--- config.mk ---
export PLATFORM = sky130hd
export DESIGN_NAME = string_literal_escape_decoder
export DESIGN_NICKNAME = d
export VERILOG_FILES = /design/src/design/sled_pkg.sv /design/src/design/string_literal_escape_decoder.sv /design/src/design/sled_in_stage.sv /design/src/design/sled_decode.sv /design/src/design/sled_out_stage.sv
export VERILOG_INCLUDE_DIRS = /design/src /design/src/design
export SDC_FILE = /design/constraint.sdc
export NUM_CORES = 1
export LEC_CHECK = 0
export BUFFER_PORTS_ARGS = -buffer_cell sky130_fd_sc_hd__buf_2
export CORE_UTILIZATION = 40
export DETAILED_ROUTE_END_ITERATION = 10
export PLACE_DENSITY = 0.58
export SYNTH_ARGS = -nofsm -noshare
export SYNTH_HDL_FRONTEND = slang
export SYNTH_SLANG_ARGS = --single-unit
--- constraint.sdc ---
create_clock -name clk -period 3.24 [get_ports clk]
set_clock_uncertainty 0.2 [all_clocks]
set_input_delay 0.162 -clock clk [delete_from_list [all_inputs] [get_ports clk]]
set_output_delay 0.162 -clock clk [all_outputs]
set_load 0.05 [all_outputs]
--- src/design/string_literal_escape_decoder_macros.svh ---
// Assertion macros shared by the string literal decoder modules.
`ifndef STRING_LITERAL_ESCAPE_DECODER_MACROS_SVH
`define STRING_LITERAL_ESCAPE_DECODER_MACROS_SVH

// Same-cycle implication, checked out of reset.
`define SLED_ASSERT_NOW(label, clk, rst, ante, cons) \
  label: assert property (@(posedge clk) disable iff (rst) (ante) |-> (cons)) \
    else $error("sled assertion failed");

// Next-cycle implication, checked out of reset.
`define SLED_ASSERT_NEXT(label, clk, rst, ante, cons) \
  label: assert property (@(posedge clk) disable iff (rst) (ante) |=> (cons)) \
    else $error("sled assertion failed");

`endif

--- src/design/sled_pkg.sv ---
`default_nettype none

package sled_pkg;

  // Characters with a special meaning inside a literal.
  localparam logic [7:0] CH_BACKSLASH = 8'h5c;
  localparam logic [7:0] CH_QUOTE     = 8'h22;
  localparam logic [7:0] CH_NEWLINE   = 8'h0a;
  localparam logic [7:0] CH_HEX_MARK  = 8'h78;
  localparam logic [7:0] CH_ESCAPE    = 8'h1b;

  // Scanner modes, one-hot.
  typedef enum logic [4:0] {
    MODE_IDLE = 5'b00001,
    MODE_BODY = 5'b00010,
    MODE_ESC  = 5'b00100,
    MODE_HEX1 = 5'b01000,
    MODE_HEX2 = 5'b10000
  } mode_t;

  // Fault codes carried with a result.
  typedef enum logic [1:0] {
    FAULT_NONE    = 2'd0,
    FAULT_NEWLINE = 2'd1,
    FAULT_HEX     = 2'd2,
    FAULT_END     = 2'd3
  } fault_t;

  // One source request.
  typedef struct packed {
    logic [7:0] in_byte;
    logic       end_mark;
  } item_t;

  // One result request.
  typedef struct packed {
    logic [7:0] out_byte;
    logic       byte_valid;
    logic       literal_done;
    fault_t     fault_code;
  } res_t;

  // White space is the space and tab through carriage return.
  function automatic logic is_blank(input logic [7:0] c);
    is_blank = (c == 8'h20) || (c >= 8'h09 && c <= 8'h0d);
  endfunction

  // Returns {digit_ok, nibble} for one hex digit.
  function automatic logic [4:0] hex_digit(input logic [7:0] c);
    logic [7:0] d;
    d = 8'h00;
    if (c >= 8'h30 && c <= 8'h39) begin
      d = c - 8'h30;
      hex_digit = {1'b1, d[3:0]};
    end else if (c >= 8'h61 && c <= 8'h66) begin
      d = c - 8'h57;
      hex_digit = {1'b1, d[3:0]};
    end else if (c >= 8'h41 && c <= 8'h46) begin
      d = c - 8'h37;
      hex_digit = {1'b1, d[3:0]};
    end else begin
      hex_digit = 5'b0_0000;
    end
  endfunction

  // Byte for a single-character escape; others stand for themselves.
  function automatic logic [7:0] escape_byte(input logic [7:0] c);
    case (c)
      8'h61:   escape_byte = 8'h07;
      8'h62:   escape_byte = 8'h08;
      8'h66:   escape_byte = 8'h0c;
      8'h6e:   escape_byte = 8'h0a;
      8'h72:   escape_byte = 8'h0d;
      8'h74:   escape_byte = 8'h09;
      8'h76:   escape_byte = 8'h0b;
      8'h65:   escape_byte = CH_ESCAPE;
      default: escape_byte = c;
    endcase
  endfunction

endpackage

`default_nettype wire

--- src/design/string_literal_escape_decoder.sv ---
// A byte accepted into the input register is decoded by the scanner and, when it
// moves on, its result is captured in the result register, where it is offered.
// Throughput: one byte per cycle; the scanner decides each byte combinationally.
// A full result register that is not taken stalls the input register behind it.
// Reset (rst, synchronous) empties both registers and returns the scanner to
// idle with the saved hex nibble cleared.
`default_nettype none

`include "string_literal_escape_decoder_macros.svh"

module string_literal_escape_decoder (
  input  wire logic       clk,
  input  wire logic       rst,
  input  wire logic       in_valid,
  output logic            in_ready,
  input  wire logic [7:0] in_byte,
  input  wire logic       end_mark,
  output logic            out_valid,
  input  wire logic       out_ready,
  output logic [7:0]      out_byte,
  output logic            byte_valid,
  output logic            literal_done,
  output logic [1:0]      fault_code
);
  import sled_pkg::*;

  logic  held_valid;
  item_t held_item;
  logic  advance;
  logic  has_res;
  res_t  res;

  // The held byte moves on when the result register can take a request.
  assign advance = held_valid && (!out_valid || out_ready);

  sled_in_stage u_in (
    .clk        (clk),
    .rst        (rst),
    .in_valid   (in_valid),
    .in_ready   (in_ready),
    .in_byte    (in_byte),
    .end_mark   (end_mark),
    .advance    (advance),
    .held_valid (held_valid),
    .held_item  (held_item)
  );

  sled_decode u_dec (
    .clk     (clk),
    .rst     (rst),
    .step    (advance),
    .item    (held_item),
    .has_res (has_res),
    .res     (res)
  );

  sled_out_stage u_out (
    .clk          (clk),
    .rst          (rst),
    .load         (advance && has_res),
    .res          (res),
    .out_valid    (out_valid),
    .out_ready    (out_ready),
    .out_byte     (out_byte),
    .byte_valid   (byte_valid),
    .literal_done (literal_done),
    .fault_code   (fault_code)
  );

  // A stalled result with a byte waiting must block the input.
  `SLED_ASSERT_NOW(a_stall_blocks, clk, rst,
    held_valid && out_valid && !out_ready, !in_ready)
  // A result never carries both a byte and an end or fault indication.
  `SLED_ASSERT_NOW(a_res_exclusive, clk, rst,
    out_valid && byte_valid, !literal_done && fault_code == FAULT_NONE)

endmodule

`default_nettype wire

--- src/design/sled_in_stage.sv ---
`default_nettype none

module sled_in_stage (
  input  wire logic          clk,
  input  wire logic          rst,
  input  wire logic          in_valid,
  output logic               in_ready,
  input  wire logic [7:0]    in_byte,
  input  wire logic          end_mark,
  input  wire logic          advance,
  output logic               held_valid,
  output sled_pkg::item_t    held_item
);
  import sled_pkg::*;

  // The register frees up in the same cycle its request moves on.
  assign in_ready = !held_valid || advance;

  // Occupancy of the input register.
  always_ff @(posedge clk) begin
    if (rst) begin
      held_valid <= 1'b0;
    end else if (in_ready) begin
      held_valid <= in_valid;
    end
  end

  // Source byte capture.
  always_ff @(posedge clk) begin
    if (in_valid && in_ready) begin
      held_item.in_byte  <= in_byte;
      held_item.end_mark <= end_mark;
    end
  end

endmodule

`default_nettype wire

--- src/design/sled_decode.sv ---
`default_nettype none

`include "string_literal_escape_decoder_macros.svh"

module sled_decode (
  input  wire logic          clk,
  input  wire logic          rst,
  input  wire logic          step,
  input  wire sled_pkg::item_t item,
  output logic               has_res,
  output sled_pkg::res_t     res
);
  import sled_pkg::*;

  mode_t      mode;
  mode_t      mode_next;
  logic [3:0] high_nibble;
  logic [3:0] high_nibble_next;
  logic [4:0] hex;

  assign hex = hex_digit(item.in_byte);

  // Scanner transition and result for the held byte.
  always_comb begin
    mode_next        = mode;
    high_nibble_next = high_nibble;
    has_res          = 1'b0;
    res              = '{out_byte: 8'h00, byte_valid: 1'b0, literal_done: 1'b0,
                         fault_code: FAULT_NONE};
    case (mode)
      MODE_BODY: begin
        has_res = 1'b1;
        if (item.end_mark) begin
          res.fault_code = FAULT_END;
        end else if (item.in_byte == CH_BACKSLASH) begin
          has_res   = 1'b0;
          mode_next = MODE_ESC;
        end else if (item.in_byte == CH_QUOTE) begin
          res.literal_done = 1'b1;
        end else if (item.in_byte == CH_NEWLINE) begin
          res.fault_code = FAULT_NEWLINE;
        end else begin
          res.out_byte   = item.in_byte;
          res.byte_valid = 1'b1;
        end
      end
      MODE_ESC: begin
        has_res = 1'b1;
        if (item.end_mark) begin
          res.fault_code = FAULT_END;
        end else if (item.in_byte == CH_HEX_MARK) begin
          has_res   = 1'b0;
          mode_next = MODE_HEX1;
        end else begin
          res.out_byte   = escape_byte(item.in_byte);
          res.byte_valid = 1'b1;
          mode_next      = MODE_BODY;
        end
      end
      MODE_HEX1: begin
        if (item.end_mark) begin
          has_res        = 1'b1;
          res.fault_code = FAULT_END;
        end else if (!hex[4]) begin
          has_res        = 1'b1;
          res.fault_code = FAULT_HEX;
        end else begin
          high_nibble_next = hex[3:0];
          mode_next        = MODE_HEX2;
        end
      end
      MODE_HEX2: begin
        has_res = 1'b1;
        if (item.end_mark) begin
          res.fault_code = FAULT_END;
        end else if (!hex[4]) begin
          res.fault_code = FAULT_HEX;
        end else begin
          res.out_byte     = {high_nibble, hex[3:0]};
          res.byte_valid   = 1'b1;
          high_nibble_next = 4'h0;
          mode_next        = MODE_BODY;
        end
      end
      default: begin
        // Idle: skip white space and end markers; anything else opens.
        if (item.end_mark || is_blank(item.in_byte)) begin
          mode_next = MODE_IDLE;
        end else begin
          mode_next = MODE_BODY;
        end
      end
    endcase
    // A fault or the closing quote sends the scanner back to idle.
    if (res.fault_code != FAULT_NONE || res.literal_done) begin
      mode_next        = MODE_IDLE;
      high_nibble_next = 4'h0;
    end
  end

  // Scanner state.
  always_ff @(posedge clk) begin
    if (rst) begin
      mode        <= MODE_IDLE;
      high_nibble <= 4'h0;
    end else if (step) begin
      mode        <= mode_next;
      high_nibble <= high_nibble_next;
    end
  end

  // The saved nibble only lives between the two hex digits.
  `SLED_ASSERT_NOW(a_nibble_clear, clk, rst, mode != MODE_HEX2, high_nibble == 4'h0)
  // Faults and closing quotes always leave the scanner idle.
  `SLED_ASSERT_NEXT(a_end_to_idle, clk, rst,
    step && (res.fault_code != FAULT_NONE || res.literal_done), mode == MODE_IDLE)

endmodule

`default_nettype wire

--- src/design/sled_out_stage.sv ---
`default_nettype none

module sled_out_stage (
  input  wire logic          clk,
  input  wire logic          rst,
  input  wire logic          load,
  input  wire sled_pkg::res_t res,
  output logic               out_valid,
  input  wire logic          out_ready,
  output logic [7:0]         out_byte,
  output logic               byte_valid,
  output logic               literal_done,
  output logic [1:0]         fault_code
);
  import sled_pkg::*;

  res_t held;

  // Result register occupancy.
  always_ff @(posedge clk) begin
    if (rst) begin
      out_valid <= 1'b0;
    end else if (load) begin
      out_valid <= 1'b1;
    end else if (out_ready) begin
      out_valid <= 1'b0;
    end
  end

  // Result capture.
  always_ff @(posedge clk) begin
    if (load) begin
      held <= res;
    end
  end

  assign out_byte     = held.out_byte;
  assign byte_valid   = held.byte_valid;
  assign literal_done = held.literal_done;
  assign fault_code   = held.fault_code;

endmodule

`default_nettype wire

# Word-level counts from Yosys, hierarchy flattened
# Cells that the tools add are included.
# Widths: inputs -> output; s select.
# op_classes
eq_ne	24
n_reduce_logical	20
addsub	3
n_lt_le_gt_ge	8
mux	48
# ops
operator	count
$eq 8x7->1 const B	10
$pmux 8 s8	1
$mux 5	11
$mux 9	6
$pmux 9 s3	1
$mux 4	6
$pmux 5 s4	1
$eq 8x6->1 const B	2
$ge 8x7->1 const B	2
$le 8x7->1 const B	2
$mux 12	1
$mux 2	6
$ne 3x2->1 const B	4
$mux 1	11
$mux 10	1
$ne 3x1->1 const B	3
$eq 8x4->1 const B	1
$ge 8x4->1 const B	1
$ge 8x6->1 const B	1
$le 8x4->1 const B	1
$le 8x6->1 const B	1
$pmux 4 s2	1
$reduce_and 8->1	1
$sub 4x3->4 const B	2
other kinds (14)	26
# totals
output_inout_bits	14
inputBits	13
register_bits	32
elab_cells	113

# Longest topological paths before layout
# depth
depth_word	12
mapped_depth	8
mapped_depth_nobuf	7

# Hierarchy
# From an unflattened synthesis, not the netlist that was laid out.
# unflattened
hier_cells	212
area_unflattened_um2	2050.7
# by_module_without_submodules
mod	n_inst	seq_area_each_um2	cells_per_inst	area_each_um2
sled_decode	1	180.2	179	1307.5
sled_out_stage	1	380.4	16	399.1
sled_in_stage	1	290.3	14	325.3
string_literal_escape_decoder	1	0.0	3	18.8

# Worst setup path after synthesis
# OpenSTA, ideal clock, no wires.
# synth_timing
path_type	register -> register
startpoint	register, netlist name u_in.held_item[1]
endpoint	register u_out.held, in the netlist u_out.byte_valid (enable)
synth_period_minus_slack_ns	3.235
required_ns	2.644
n_path_buf	0
slack_ns	0.005
t_arrival_ns	2.639
path_stages_with_launch	8
setup_ns	0.396
cell_sequence	edfxtp_1 inv_1 ha_1 or3b_2 and3_1 nor2_1 a2111oi_0 nor3_1
# synth_between
elab_chain_cells	9
elab_cells_between_ends	22
cone_classes	order compare: 6; eq/ne: 2; mux: 10; reduce/logical: 4
# synth_lines
element	line_no	source
$ge 8x7->1 / $le 8x7->1 (equally long branches)	sled_pkg.sv:58	end else if (c >= 8'h41 && c <= 8'h46) begin
$logic_and 1x1->1	sled_pkg.sv:58	
$mux 5	sled_pkg.sv:58	
$mux 5	sled_pkg.sv:55	end else if (c >= 8'h61 && c <= 8'h66) begin
$mux 5	sled_pkg.sv:52	if (c >= 8'h30 && c <= 8'h39) begin
$mux 1	sled_decode.sv:64	end else if (!hex[4]) begin
$mux 1	sled_decode.sv:61	if (item.end_mark) begin
$pmux 1 s4 *	sled_decode.sv:30	case (mode)
$logic_and 1x1->1 *	string_literal_escape_decoder.sv:60	.load (advance && has_res),
net u_out.load	sled_out_stage.sv:6	input wire logic load,
end signal: assignment	sled_out_stage.sv:33	held <= res;
end: declaration	sled_out_stage.sv:17	res_t held;
# Mark *: on every way through the listed nets, which the timed path passes. The rest lies on a longest branch.
# A chain may end at the register's enable or synchronous reset.

# Worst setup path in the final report
# layout_timing
startpoint	register, netlist name u_in.held_item[1]
endpoint	register u_out.held, in the netlist u_out.out_byte[2] (enable)
# layout_between
elab_chain_cells	9
elab_cells_between_ends	22
cone_classes	order compare: 6; eq/ne: 2; mux: 10; reduce/logical: 4
# layout_lines
element	line_no
$ge 8x7->1 / $le 8x7->1 (equally long branches)	sled_pkg.sv:58
$logic_and 1x1->1	sled_pkg.sv:58
$mux 5	sled_pkg.sv:58
$mux 5	sled_pkg.sv:55
$mux 5	sled_pkg.sv:52
$mux 1	sled_decode.sv:64
$mux 1	sled_decode.sv:61
$pmux 1 s4 *	sled_decode.sv:30
$logic_and 1x1->1 *	string_literal_escape_decoder.sv:60
net u_out.load	sled_out_stage.sv:6
# Marked as above.

==> impl_metrics.csv <==
group,metric,value,unit
clocking,root_buffer,"clkbuf_8",
routing,avgRoutedWirePerCell,15.1,µm
synthesis,synth_edf_count,21,
timing,tightest_slew,0.690,ns
clocking,cts_max_level,2,
placed_design,port_buffers,26,
synthesis,ys_top_cells_by_area,"edfxtp_1 (32%), dfxtp_1 (11%), ha_1 (3.1%)",
synthesis,syn-num-nets,228,
synthesis,synth.distinct_cells,59,
grt,track_usage,20.2,%
worst_hold_path,holdPathStages,2,
timing,post-route-period-util,96.8,%
clocking,clock_latency,0.29,ns
floorplan,start_util,41.8,%
grt,grt_pass1_wl,7.96,mm
synthesis,syn_inst,210,
grt,antenna_found_initial,0,
synthesis,synthTopCellsByCount,"edfxtp_1 (21), nor2_1 (14), nand2_1 (13)",
critical_path,required,3.08,ns
synthesis,yosys.area.top_type_share,31.7,%
clocking,cts_tree,"done",
power,power,0.866,mW
final_layout,nets,264,
synthesis,synth_top_cell_by_area,"edfxtp_1",
synthesis,ys_seq_area_share,42.8,%
status,status,"completed",
clocking,cts_resized,0,
critical_path,cp_max_fo,12,
grt,grt_pass1_vias,1645,
clocking,cts_setup_buffers,0,
synthesis,yosys_most_used_dff,"edfxtp_1",
routing,drc,0,
synthesis,synth_seq_cells,32,
critical_path,cpPeakStageDelay,0.66,ns
clocking,cts_buffers,5,
final_layout,antenna_cells,0,
critical_path,path_cells,"inv_1 -> ha_1 -> o21bai_1 -> a2111oi_0 -> buf_4 -> nor2_1 -> a2111oi_0 -> nor3_1 -> buf_4",
power,irDropWorstVdd,0.000209,V
final_layout,area_growth,19.4,%
routing,vias_per_cell,5.77,
floorplan,fp.dieArea,5260,µm²
timing,fmax,319,MHz
power,p_per_area,364,nW/µm²
clocking,cts_buffer_depth,2,
floorplan,chipWidth,72.5,µm
floorplan,die_h,72.5,µm
synthesis,avgSynthCellArea,9.47,µm²
critical_path,start_kind,"flip-flop",
grt,grt_max_degree,19,
synthesis,ys_async_sr_fraction,0,%
synthesis,yosys_warnings,0,
timing,finalSetupTns,0,ns
critical_path,cp_top_family,"compound AO/OA/AOI/OAI gates",
power,power_leakage,0.846,nW
floorplan,fp-row-count,25,
synthesis,synth_area,1990,µm²
critical_path,crit_slowest_cell,"a2111oi_0",
placed_design,gp_congestion,0.913,
synthesis,synth.most_common_cell,"edfxtp_1",
timing,hold_violations,0,
timing,final-max-slew-violation-count,0,
timing,setup_viol,0,
critical_path,cp.depth,9,
timing,finalCriticalPeriod,3.13,ns
routing,drt_pre_antenna_iters,5,
critical_path,worstPathArrival,2.97,ns
routing,num_vias,1811,
timing,grt_setup_unrepaired,"no",
critical_path,crit_type,"reg2reg",
job,cap_viol_max_count,0,
critical_path,end_kind,"flip-flop",
floorplan,ioPinCount,27,
critical_path,reg2reg_depth,9,
critical_path,path_buf_inv,3,
clocking,clk_pin_slew,0.06,ns
routing,drt_iter0_drc,94,
routing,wirelength,4.75,mm
grt,overflow,0,
timing,slew-limit-headroom,52.8,%
worst_hold_path,worst_hold_path_type,"in2reg",
final_layout,drive_gt1_share,18.6,%
clocking,cts_num_sinks,32,
routing,drtAntennaViolNets,0,
floorplan,core_area,4750,µm²
placed_design,place_hpwl,3.51,mm
final timing paths:
check	end	start	slack (ns)
max reg2reg	u_out.out_byte[2]	u_in.held_item[1]	0.11
min reg2reg	u_dec.high_nibble[3]	u_dec.high_nibble[3]	0.30
min	u_dec.high_nibble[3]	rst	0.05
max	u_out.out_byte[2]	u_in.held_item[1]	0.11
registers in the layout, indices dropped and copies added (netlist names):
signal,flops
u_dec.high_nibble,4
u_in.held_item,9
u_out.out_valid,1
u_dec.mode,5
u_out.out_byte,8
u_out.byte_valid,1
u_in.held_valid,1
u_out.fault_code,2
u_out.literal_done,1
per-stage QoR:
stage                     cell area, µm²  util [%]  cells  setup slack [ns]  hold slack [ns]
after floorplan                     1990         -    210           0.00477           0.0609
after global placement              2180      45.9    295             0.300            0.138
after detailed placement            2180      45.9    295             0.197            0.140
after CTS                           2370      49.9    314             0.158           0.0326
after global routing                2370      49.9    314            0.0184           0.0599
final                               2370      49.9    314             0.105           0.0462
metal layers:
metal  vias up  track usage, %  share of wire [%]
li1        884               -                  -
met1       814            27.2                 46
met2       101            30.7                 44
met3        12            4.86                7.5
met4         0            8.93                2.3
met5         -               0                  0
logic make-up after synthesis:
group	count (synthesis)	synth area share [%]
AOI/OAI and AO/OA	63	23.5
xor gates and xnor gates	3	1.32
adders and majority gates	5	3.14
buffers and inverters	22	4.65
DFF	32	42.8
muxes	1	0.503
and+or+nand+nor	84	24.2
cell type report:
cell class	instances	area, µm²
Fill cell	477	2380
Tap cell	67	83.8
Multi-Input combinational cell	156	1050
Sequential cell	32	851
Timing Repair Buffer	42	278
Clock inverter	3	13.8
Clock buffer	5	68.8
Inverter	9	33.8
what timing repair did:
item | 4_1_cts | 5_1_grt
hold buffers | 11 | 0
endpoints found under the hold margin | 10 | 0
endpoints found under the setup margin | 0 | 0
power breakdown:
| group | leakage (nW) | internal (mW) | switching [mW] | total (mW) |
|---|---|---|---|---|
| Combinational | 0.538 | 0.0493 | 0.0627 | 0.112 |
| Clock | 0.0453 | 0.145 | 0.143 | 0.288 |
| Sequential | 0.263 | 0.446 | 0.0198 | 0.466 |
| Total | 0.846 | 0.640 | 0.225 | 0.866 |
cell usage in the layout (no fill, tap or decap), drive strengths merged, types with 6 or more instances in the layout:
cell type,Yosys,layout
nand3,10,10
dfxtp,11,11
nor3,9,9
nand2,13,13
nand2b,6,6
a21oi,11,11
a22o,6,6
nor2,14,14
inv,9,9
edfxtp,21,21
o21ai,8,8
dlygate4sd3,0,11
buf,4,31
No activity file was read; power rests on OpenSTA's default activity.
